--- src/rtl/core/fermat_primality_tester_defines.svh ---
// Assertion macros used by the top-level RTL
`ifndef FERMAT_PRIMALITY_TESTER_DEFINES_SVH
`define FERMAT_PRIMALITY_TESTER_DEFINES_SVH

// Property that must hold from the edge after a condition
`define FPT_ASSERT_NEXT(lbl, clk, rstn, cond, prop) \
  lbl: assert property (@(posedge clk) disable iff (!rstn) (cond) |=> (prop)) \
    else $error("assertion failed");

// Property that must hold in the same cycle
`define FPT_ASSERT_NOW(lbl, clk, rstn, cond, prop) \
  lbl: assert property (@(posedge clk) disable iff (!rstn) (cond) |-> (prop)) \
    else $error("assertion failed");

`endif

--- src/rtl/core/fpt_pkg.sv ---
`default_nettype none
package fpt_pkg;
  localparam int NumberWidthDef = 64;
  localparam logic [7:0]  RoundsReset = 8'd100;
  localparam logic [31:0] LfsrTaps    = 32'h8020_0003;
  localparam logic [31:0] LfsrSeed    = 32'h0000_0001;

  // Modular unit operation codes
  typedef enum logic [1:0] {
    OP_MOD = 2'd0,
    OP_MUL = 2'd1
  } mod_op_t;

  // Request from the sequencer to the modular unit
  typedef struct packed {
    logic    go;
    mod_op_t op;
  } mod_req_t;
endpackage
`default_nettype wire

--- src/rtl/core/fermat_primality_tester.sv ---
`default_nettype none
// Channel  | Ports                               | Transfer
// input    | start, busy, in_candidate           | start && !busy
// result   | out_valid, out_probably_prime       | out_valid (one cycle)
// config   | cfg_valid, cfg_ready, cfg_round_count | cfg_valid && cfg_ready
// Each modular operation (reduce or multiply) runs in one bit-serial unit of
// SW = max(NW, 32) steps; a round does one base reduction, NW squares and up to
// NW-1 multiplies.
// Small candidates (p <= 2) or zero rounds go straight to the result; a failing
// round ends the item early.
// Synchronous active-low reset; round_count resets to 100, LFSR to 1.
// The result cannot be stalled; busy holds off new items until it is out.
module fermat_primality_tester #(
  parameter int NW = fpt_pkg::NumberWidthDef
) (
  input  wire logic        clk,
  input  wire logic        rst_n,
  input  wire logic        start,
  output logic             busy,
  input  wire logic [63:0] in_candidate,
  output logic             out_valid,
  output logic             out_probably_prime,
  input  wire logic        cfg_valid,
  output logic             cfg_ready,
  input  wire logic [7:0]  cfg_round_count
);
  `include "fermat_primality_tester_defines.svh"

  localparam int EW = $clog2(NW);

  typedef enum logic [2:0] {
    S_IDLE, S_BASE, S_WBASE, S_MUL, S_WMUL, S_SQR, S_WSQR, S_DONE
  } state_t;

  state_t        state_r;
  logic [7:0]    rounds_r, rleft_r;
  logic [31:0]   lfsr_r;
  logic [NW-1:0] p_r, base_r, acc_r, m_r;
  logic [EW-1:0] bit_r;
  logic          verdict_r, out_valid_r;

  fpt_pkg::mod_req_t req;
  logic [NW-1:0] mx, my, mr;
  logic          mdone;
  logic [31:0]   lfsr_adv;
  logic [NW-1:0] p_in, e_val;

  assign p_in  = in_candidate[NW-1:0];
  assign e_val = p_r - NW'(1);
  assign lfsr_adv = lfsr_r[0] ? ({1'b0, lfsr_r[31:1]} ^ fpt_pkg::LfsrTaps)
                              : {1'b0, lfsr_r[31:1]};

  fpt_modunit #(.NW(NW)) u_mod (
    .clk(clk), .rst_n(rst_n), .req(req), .x(mx), .y(my), .m(m_r),
    .dvd(lfsr_adv), .r(mr), .done(mdone)
  );

  // Modular unit request decode
  always_comb begin
    req.go = 1'b0;
    req.op = fpt_pkg::OP_MUL;
    mx = acc_r;
    my = base_r;
    unique case (state_r)
      S_BASE: begin
        req.go = 1'b1;
        req.op = fpt_pkg::OP_MOD;
      end
      S_MUL: begin
        req.go = 1'b1;
      end
      S_SQR: begin
        req.go = 1'b1;
        mx = base_r;
      end
      default: ;
    endcase
  end

  // Sequencer: LSB-first square-and-multiply over the exponent p-1
  always_ff @(posedge clk) begin
    if (!rst_n) begin
      state_r     <= S_IDLE;
      rounds_r    <= fpt_pkg::RoundsReset;
      lfsr_r      <= fpt_pkg::LfsrSeed;
      out_valid_r <= 1'b0;
      verdict_r   <= 1'b0;
    end else begin
      out_valid_r <= (state_r == S_DONE);
      if (cfg_valid && cfg_ready) begin
        rounds_r <= cfg_round_count;
      end
      unique case (state_r)
        S_IDLE: begin
          if (start) begin
            p_r       <= p_in;
            m_r       <= p_in - NW'(2);
            rleft_r   <= rounds_r;
            verdict_r <= (p_in >= NW'(2));
            if (p_in <= NW'(2) || rounds_r == 8'd0) begin
              state_r <= S_DONE;
            end else begin
              state_r <= S_BASE;
            end
          end
        end
        S_BASE: begin
          lfsr_r  <= lfsr_adv;
          state_r <= S_WBASE;
        end
        S_WBASE: begin
          if (mdone) begin
            base_r  <= mr + NW'(2);
            m_r     <= p_r;
            acc_r   <= NW'(1);
            bit_r   <= '0;
            state_r <= e_val[0] ? S_MUL : S_SQR;
          end
        end
        S_MUL: state_r <= S_WMUL;
        S_WMUL: begin
          if (mdone) begin
            acc_r   <= mr;
            state_r <= S_SQR;
          end
        end
        S_SQR: state_r <= S_WSQR;
        S_WSQR: begin
          if (mdone) begin
            base_r <= mr;
            if (bit_r == EW'(NW - 1)) begin
              if (acc_r != NW'(1)) begin
                verdict_r <= 1'b0;
                state_r   <= S_DONE;
              end else if (rleft_r == 8'd1) begin
                state_r <= S_DONE;
              end else begin
                rleft_r <= rleft_r - 8'd1;
                m_r     <= p_r - NW'(2);
                state_r <= S_BASE;
              end
            end else begin
              bit_r   <= bit_r + 1'b1;
              state_r <= e_val[bit_r + 1'b1] ? S_MUL : S_SQR;
            end
          end
        end
        S_DONE: begin
          state_r <= S_IDLE;
        end
        default: state_r <= S_IDLE;
      endcase
    end
  end

  assign busy               = (state_r != S_IDLE);
  assign cfg_ready          = (state_r == S_IDLE);
  assign out_valid          = out_valid_r;
  assign out_probably_prime = verdict_r;

  `FPT_ASSERT_NEXT(a_done_valid, clk, rst_n, state_r == S_DONE, out_valid)
  `FPT_ASSERT_NOW(a_valid_idle, clk, rst_n, out_valid, state_r == S_IDLE)
  `FPT_ASSERT_NEXT(a_start_busy, clk, rst_n, start && !busy, busy)
  `FPT_ASSERT_NOW(a_rounds_left, clk, rst_n, state_r == S_BASE, rleft_r != 8'd0)
endmodule
`default_nettype wire

--- src/rtl/core/fpt_modunit.sv ---
`default_nettype none
// Bit-serial modular unit, SW = max(NW, 32) steps per operation.
// OP_MUL: r = x*y mod m, one multiplier bit per cycle (double-and-add).
// OP_MOD: r = dvd mod m, one dividend bit per cycle (shift-in and
// conditional subtract). Requires x < m for OP_MUL.
module fpt_modunit #(
  parameter int NW = fpt_pkg::NumberWidthDef
) (
  input  wire logic              clk,
  input  wire logic              rst_n,
  input  wire fpt_pkg::mod_req_t req,
  input  wire logic [NW-1:0]     x,
  input  wire logic [NW-1:0]     y,
  input  wire logic [NW-1:0]     m,
  input  wire logic [31:0]       dvd,
  output logic [NW-1:0]          r,
  output logic                   done
);
  localparam int SW = (NW > 32) ? NW : 32;
  localparam int CW = $clog2(SW + 1);

  logic [NW-1:0] acc_r, acc_nxt;
  logic [SW-1:0] sh_r, sh_nxt;
  logic [NW-1:0] xv_r;
  logic [CW-1:0] cnt_r, cnt_nxt;
  logic          busy_r, busy_nxt, done_r, done_nxt;
  fpt_pkg::mod_op_t op_r;

  logic [NW:0]   dbl, s1;
  logic [NW-1:0] stepped;
  logic [NW:0]   sum;

  // One step of either operation
  always_comb begin
    if (op_r == fpt_pkg::OP_MUL) begin
      dbl = {acc_r, 1'b0};
    end else begin
      dbl = {acc_r, sh_r[SW-1]};
    end
    s1 = (dbl >= {1'b0, m}) ? dbl - {1'b0, m} : dbl;
    sum = s1 + {1'b0, xv_r};
    if (op_r == fpt_pkg::OP_MUL && sh_r[SW-1]) begin
      stepped = (sum >= {1'b0, m}) ? NW'(sum - {1'b0, m}) : NW'(sum);
    end else begin
      stepped = NW'(s1);
    end
  end

  always_comb begin
    acc_nxt  = acc_r;
    sh_nxt   = sh_r;
    cnt_nxt  = cnt_r;
    busy_nxt = busy_r;
    done_nxt = 1'b0;
    if (req.go) begin
      acc_nxt  = '0;
      sh_nxt   = (req.op == fpt_pkg::OP_MUL) ? SW'(y) : SW'(dvd);
      cnt_nxt  = CW'(SW);
      busy_nxt = 1'b1;
    end else if (busy_r) begin
      acc_nxt = stepped;
      sh_nxt  = {sh_r[SW-2:0], 1'b0};
      cnt_nxt = cnt_r - 1'b1;
      if (cnt_r == CW'(1)) begin
        busy_nxt = 1'b0;
        done_nxt = 1'b1;
      end
    end
  end

  always_ff @(posedge clk) begin
    if (!rst_n) begin
      busy_r <= 1'b0;
      done_r <= 1'b0;
      cnt_r  <= '0;
    end else begin
      busy_r <= busy_nxt;
      done_r <= done_nxt;
      cnt_r  <= cnt_nxt;
    end
    acc_r <= acc_nxt;
    sh_r  <= sh_nxt;
    if (req.go) begin
      xv_r <= x;
      op_r <= req.op;
    end
  end

  assign r    = acc_r;
  assign done = done_r;
endmodule
`default_nettype wire

--- config.mk ---
export PLATFORM = sky130hd
export DESIGN_NAME = fermat_primality_tester
export DESIGN_NICKNAME = d
export VERILOG_FILES = /design/src/rtl/core/fpt_pkg.sv /design/src/rtl/core/fermat_primality_tester.sv /design/src/rtl/core/fpt_modunit.sv
export VERILOG_INCLUDE_DIRS = /design/src /design/src/rtl/core
export SDC_FILE = /design/constraint.sdc
export NUM_CORES = 2
export LEC_CHECK = 0
export BUFFER_PORTS_ARGS = -buffer_cell sky130_fd_sc_hd__buf_2
export CORE_ASPECT_RATIO = 2
export CORE_MARGIN = 2
export CORE_UTILIZATION = 60
export CTS_CLUSTER_SIZE = 40
export DETAILED_ROUTE_END_ITERATION = 12
export HOLD_SLACK_MARGIN = 0.06
export PLACE_DENSITY = 0.79
export SYNTH_ARGS = -nofsm -noshare
export SYNTH_HDL_FRONTEND = slang
export SYNTH_SLANG_ARGS = --single-unit
--- constraint.sdc ---
create_clock -name clk -period 9.7 [get_ports clk]
set_clock_uncertainty 0.15 [all_clocks]
set_input_delay 0.485 -clock clk [delete_from_list [all_inputs] [get_ports clk]]
set_output_delay 0.485 -clock clk [all_outputs]
set_load 0.02 [all_outputs]
**Word level (Yosys, flattened, before mapping)**

Index checks and enable logic that the tools add are counted.

- Input bits: 76
- Register bits after elaboration: 518
- Output and inout bits: 4

- Reduce and logical (&&, ||, !) cells: 22
- Eq/ne operators: 22
- $lt $le $gt $ge: 5
- Add/subtract/negate cells: 10
- Muxes and demuxes: 57
- Bitwise logic cells: 3

Operators with widths:

| operator | number |
|---|---|
| two-way mux 64 bit | 15 |
| one-hot mux 64 bit (2 select lines) | 2 |
| one-hot mux 64 bit (3 select lines) | 1 |
| greater-or-equal comparator 65 x 64 -> 1 bit | 2 |
| subtractor 64 x 2 -> 64 bit, second input constant | 2 |
| adder 65 x 64 -> 65 bit | 1 |
| two-way mux 65 bit | 1 |
| subtractor 65 x 64 -> 65 bit | 1 |
| adder 64 x 2 -> 64 bit, second input constant | 1 |
| greater-or-equal comparator 64 x 2 -> 1 bit, second input constant | 1 |
| less-or-equal comparator 64 x 2 -> 1 bit, second input constant | 1 |
| != test 64 x 1 -> 1 bit, second input constant | 1 |
| subtractor 64 x 1 -> 64 bit, second input constant | 1 |
| subtractor 64 bit | 1 |
| two-way mux 8 bit | 5 |
| two-way mux 32 bit | 1 |
| two-way mux 3 bit | 10 |
| one-hot mux 3 bit (8 select lines) | 1 |
| two-way mux 6 bit | 3 |
| one-hot mux 8 bit (2 select lines) | 1 |
| two-way mux 7 bit | 2 |
| == test 3 bit, second input constant | 4 |
| two-way mux 1 bit | 12 |
| != test 2 bit, second input constant | 6 |
| 30 further kinds | 43 |

**Longest topological paths before layout**

- Depth after elaboration: 8
- Depth in mapped cells: 42

**By module**

From an unflattened synthesis, not the netlist that was laid out.

- Cells, all modules: 4472
- Area, all modules: 39081.2 um^2

By module, submodules not included:

| module | instances | area an instance (um^2) | cells each |
|---|---|---|---|
| fpt_modunit | 1 | 21141.5 | 2714 |
| fermat_primality_tester | 1 | 17939.7 | 1758 |

**Worst setup path before layout**

OpenSTA, ideal clock, no wires.

- Kind: register to register
- Start point: register u_mod.op_r[0]
- End point: register u_mod.acc_r[23] (netlist: u_mod.r[23])
- Arrival: 8.275 ns
- Period minus slack after synthesis: 8.652 ns
- Stages on the path, launching flop included: 40
- Path buffers: 4
- Path slack: 1.048 ns
- Cells stage by stage: edfxtp_1 -> nand2b_1 -> ha_1 -> nand2b_1 -> a211o_1 -> a211o_1 -> a311oi_2 -> o21ai_1 -> a2111oi_2 -> o21a_1 -> clkbuf_1 -> mux2i_1 -> inv_1 -> ha_1 -> a211oi_1 -> o21ai_0 -> a21oi_1 -> a21o_1 -> [... 4 more ...] -> and3_1 -> or3_1 -> ha_1 -> clkbuf_1 -> and4_1 -> and3_1 -> nand2_1 -> nor2_1 -> o211a_1 -> o21ai_0 -> a31oi_1 -> a211oi_1 -> mux2i_1 -> buf_2 -> buf_2 -> nand3_1 -> o31ai_1 -> o32ai_1

- Word-level cells in the longest chain between the ends: 8

RTL lines:

| what | RTL line | RTL |
|---|---|---|
| start, declared | fpt_modunit.sv:27 | `fpt_pkg::mod_op_t op_r;` |
| start signal, assigned | fpt_modunit.sv:85 | `op_r <= req.op;` |
| == test 2 x 1 -> 1 bit * | fpt_modunit.sv:35, fpt_modunit.sv:42 |  |
| two-way mux 1 bit | fpt_modunit.sv:35 | `if (op_r == fpt_pkg::OP_MUL) begin` |
| subtractor 65 x 64 -> 65 bit or greater-or-equal comparator 65 x 64 -> 1 bit (tied branches) | fpt_modunit.sv:40 | `s1 = (dbl >= {1'b0, m}) ? dbl - {1'b0, m} : dbl;` |
| two-way mux 65 bit | fpt_modunit.sv:40 |  |
| adder 65 x 64 -> 65 bit | fpt_modunit.sv:41 | `sum = s1 + {1'b0, xv_r};` |
| subtractor 64 bit or greater-or-equal comparator 65 x 64 -> 1 bit (tied branches) | fpt_modunit.sv:43 | `stepped = (sum >= {1'b0, m}) ? NW'(sum - {1'b0, m}) : NW'(sum);` |
| two-way mux 64 bit | fpt_modunit.sv:43 |  |
| two-way mux 64 bit * | fpt_modunit.sv:42 | `if (op_r == fpt_pkg::OP_MUL && sh_r[SW-1]) begin` |
| end signal, assigned | fpt_modunit.sv:81 | `acc_r <= acc_nxt;` |
| end, declared | fpt_modunit.sv:22 | `logic [NW-1:0] acc_r, acc_nxt;` |

Every way passes the cells marked *; elsewhere a longest branch is shown, timed or not.
A chain may end at the register's enable or synchronous reset.

**Worst setup path in the final report**

- Start point: register m_r[52]
- End point: register u_mod.acc_r[48] (netlist: u_mod.r[48])

- Word-level cells in the longest chain between the ends: 6

RTL lines:

| what | RTL line | RTL |
|---|---|---|
| start, declared | fermat_primality_tester.sv:38 | `logic [NW-1:0] p_r, base_r, acc_r, m_r;` |
| start signal, assigned | fermat_primality_tester.sv:97 | `m_r <= p_in - NW'(2);` |
| start signal, assigned | fermat_primality_tester.sv:114 | `m_r <= p_r;` |
| start signal, assigned | fermat_primality_tester.sv:139 | `m_r <= p_r - NW'(2);` |
| subtractor 65 x 64 -> 65 bit or greater-or-equal comparator 65 x 64 -> 1 bit (tied branches) | fpt_modunit.sv:40 |  |
| two-way mux 65 bit | fpt_modunit.sv:40 |  |
| adder 65 x 64 -> 65 bit | fpt_modunit.sv:41 |  |
| greater-or-equal comparator 65 x 64 -> 1 bit or subtractor 64 bit (tied branches) | fpt_modunit.sv:43 |  |
| two-way mux 64 bit | fpt_modunit.sv:43 |  |
| two-way mux 64 bit * | fpt_modunit.sv:42 |  |

Marks and branches as above.

==> results.json <==
{
  "outcome": "finished clean",
  "holdPathStages": 4,
  "clock_sinks": 517,
  "cpMostUsedCell": "a21oi_1",
  "critPathKind": "register to register",
  "ys_async_sr_fraction_pct": 0,
  "path_buf_inv": 8,
  "fin_setup_tns_ns": 0,
  "portBuffers": 79,
  "reg2reg_from": "m_r[52]",
  "synth_top_area_cell": "edfxtp_1",
  "hold_viol": 0,
  "max_stage_delay_ns": 0.45,
  "place_congestion": 1.11,
  "maxCapViolCount": 0,
  "numCtsBuffers": 49,
  "final_common_cell": "nand2_1",
  "worstHoldEndpoint": "rounds_r[1]",
  "clockBufferDepth": 3,
  "synthTopCellsByArea": "edfxtp_1 31%, ha_1 6.6%, dfxtp_1 6.2%",
  "critPathTopFamily": "compound AO/OA/AOI/OAI gates",
  "worst-path-max-fanout": 14,
  "mappedNetlistNets": 4598,
  "drt-initial-drc-count": 3179,
  "place_area_sq_um": 42000,
  "avgSynthCellArea_sq_um": 8.84,
  "grt_start_max_net_pins": 72,
  "fin_crit_sh_pct": 95.7,
  "hp-class": "input pin to register",
  "ys_types": 93,
  "end_kind": "register",
  "ios": 80,
  "antenna_found_initial": 1,
  "tightest_slew_ns": 1.39,
  "grt_pass1_wl_um": 214000,
  "yosysWarnings": 0,
  "ys_seq_area_share_pct": 37.6,
  "postLayoutCoreUtil_pct": 70.8,
  "startpoint_type": "register",
  "final_cell_area_sq_um": 44500,
  "reg2reg_slack_ns": 0.42,
  "clk_pin_slew_ns": 0.08,
  "grt_usage_pct": 43.2,
  "cts_tree": "done",
  "drc": 0,
  "synth_top_area_share_pct": 31.4,
  "post_drt_wl_per_cell_um": 26.0,
  "root_buffer": "clkbuf_16",
  "finalWirelength_um": 144000,
  "htreeDepth": 2,
  "ys.flop_type": "edfxtp_1",
  "die_w_um": 182,
  "syn_inst": 4317,
  "fin_nets": 5007,
  "viasPerCell": 6.54,
  "synth-edff-count": 399,
  "cp_data_required_time_ns": 10.08,
  "worstHoldStart": "cfg_valid",
  "rr_worst_depth": 40,
  "drive_above_1_share_pct": 16.1,
  "reg2reg_to": "u_mod.r[48]",
  "slew_violations": 0,
  "die_y_um": 361,
  "ys_ff_latch": 517,
  "cp.arrival_ns": 9.66,
  "syn_to_final_growth_pct": 16.7,
  "synthesis.area_sq_um": 38200,
  "vias": 36374,
  "core_area_sq_um": 62900,
  "setup_violations": 0,
  "min_period_ns": 9.28,
  "antenna_left": 0,
  "final-instance-count-excl-fill": 5559,
  "drt_pass1_iterations": 6,
  "final_cell_mix": "473 x nand2_1, 420 x buf_4, 399 x edfxtp_1",
  "dieArea_sq_um": 65800,
  "start_util_pct": 60.6,
  "place_inst": 5391,
  "grt_pass1_vias": 36591,
  "cp_slowest_cell": "ha_1",
  "grt-ovfl-total": 0,
  "hpwl_um": 112000,
  "maxSlewHeadroom_pct": 6.60,
  "fmax_ghz": 0.108,
  "rows": 130,
  "clkLatencyLatePin_ns": 0.65
}
registers in the layout, summed over array words and instances (netlist names), 3 cells and up:
name,flops
u_mod.r,64
acc_r,64
rleft_r,8
u_mod.sh_r,64
state_r,3
lfsr_r,32
u_mod.xv_r,64
m_r,64
base_r,64
u_mod.cnt_r,7
rounds_r,8
p_r,64
bit_r,6
synthesized netlist by cell type, types with 40 or more instances:
library cell,instances
xnor2_1,269
dfxtp_1,118
edfxtp_1,399
nor3_1,97
nand4_1,84
ha_1,202
nor4_1,74
o21bai_1,40
clkbuf_1,188
inv_1,154
a21oi_1,314
a21o_1,113
nand3_1,106
and3_1,52
mux2i_1,46
nor2_1,361
mux2_2,70
o21ai_0,265
a21boi_0,54
nand2_1,474
o31ai_1,40
and2_1,75
xor2_1,155
timing repair:
action	CTS	global route
endpoints found under the setup margin	57	64
buffers inserted	0	3
hold buffers	73	0
resized for setup	6	34
endpoints found under the hold margin	73	0
pin swaps	1	6
layer usage:
layer | routed length [um] | track usage (%)
met4 | 16100 | 39.2
met1 | 48300 | 45.7
met2 | 69100 | 74.1
met5 | 0 | 0
met3 | 10800 | 5.98
final cells by class:
| cell class | instances | area, sq um |
|---|---|---|
| multi-input cells | 3426 | 22700 |
| fillers | 4997 | 18400 |
| flip-flops and latches | 517 | 14300 |
| repair buffers | 576 | 4360 |
| clock buffers | 61 | 1300 |
| well taps | 792 | 991 |
| inverters | 156 | 588 |
| clock inverters | 30 | 278 |
| diodes | 1 | 2.50 |
stage by stage:
step / hold slack [ns] / setup slack, ns
2_1_floorplan: 0.301 / 1.05
5_1_grt: 0.222 / -0.0425
6_report: 0.176 / 0.417
3_5_place_dp: 0.328 / -0.319
3_3_place_gp: 0.316 / -0.196
4_1_cts: 0.180 / 0.0853
worst max path at each step:
stage | start | end | slack (ns) | depth (start not counted)
2_1_floorplan | u_mod.op_r[0] | u_mod.r[23] | 1.05 | 39
3_3_place_gp | u_mod.op_r[0] | u_mod.r[56] | -0.20 | 38
3_5_place_dp | u_mod.op_r[0] | u_mod.r[48] | -0.32 | 38
4_1_cts | u_mod.op_r[0] | u_mod.r[39] | 0.09 | 38
5_1_grt | u_mod.op_r[0] | u_mod.r[48] | -0.04 | 39
6_report | m_r[52] | u_mod.r[48] | 0.42 | 40
worst register-to-register path: cells and delay by family (launching register included):
family,cells,cell delay [ns]
multiplexers,1,0.11
buffers and inverters,8,1.23
adder cells (fa/ha/maj),3,1.06
AND/OR/NAND/NOR,7,1.97
flip-flops,1,0.32
AO/OA/AOI/OAI,20,4.13
XOR/XNOR,1,0.23
logic make-up after synthesis:
family	Yosys count	synth area share [%]
fa+ha+maj	205	6.78
xor+xnor	424	9.73
flops	517	37.6
compound gates	1168	19.4
mux	124	3.74
buf+inv	374	3.80
simple gates	1505	18.9
Power is not shown: default switching activity piles up to over one toggle a cycle in this logic, so the estimate is an artifact.
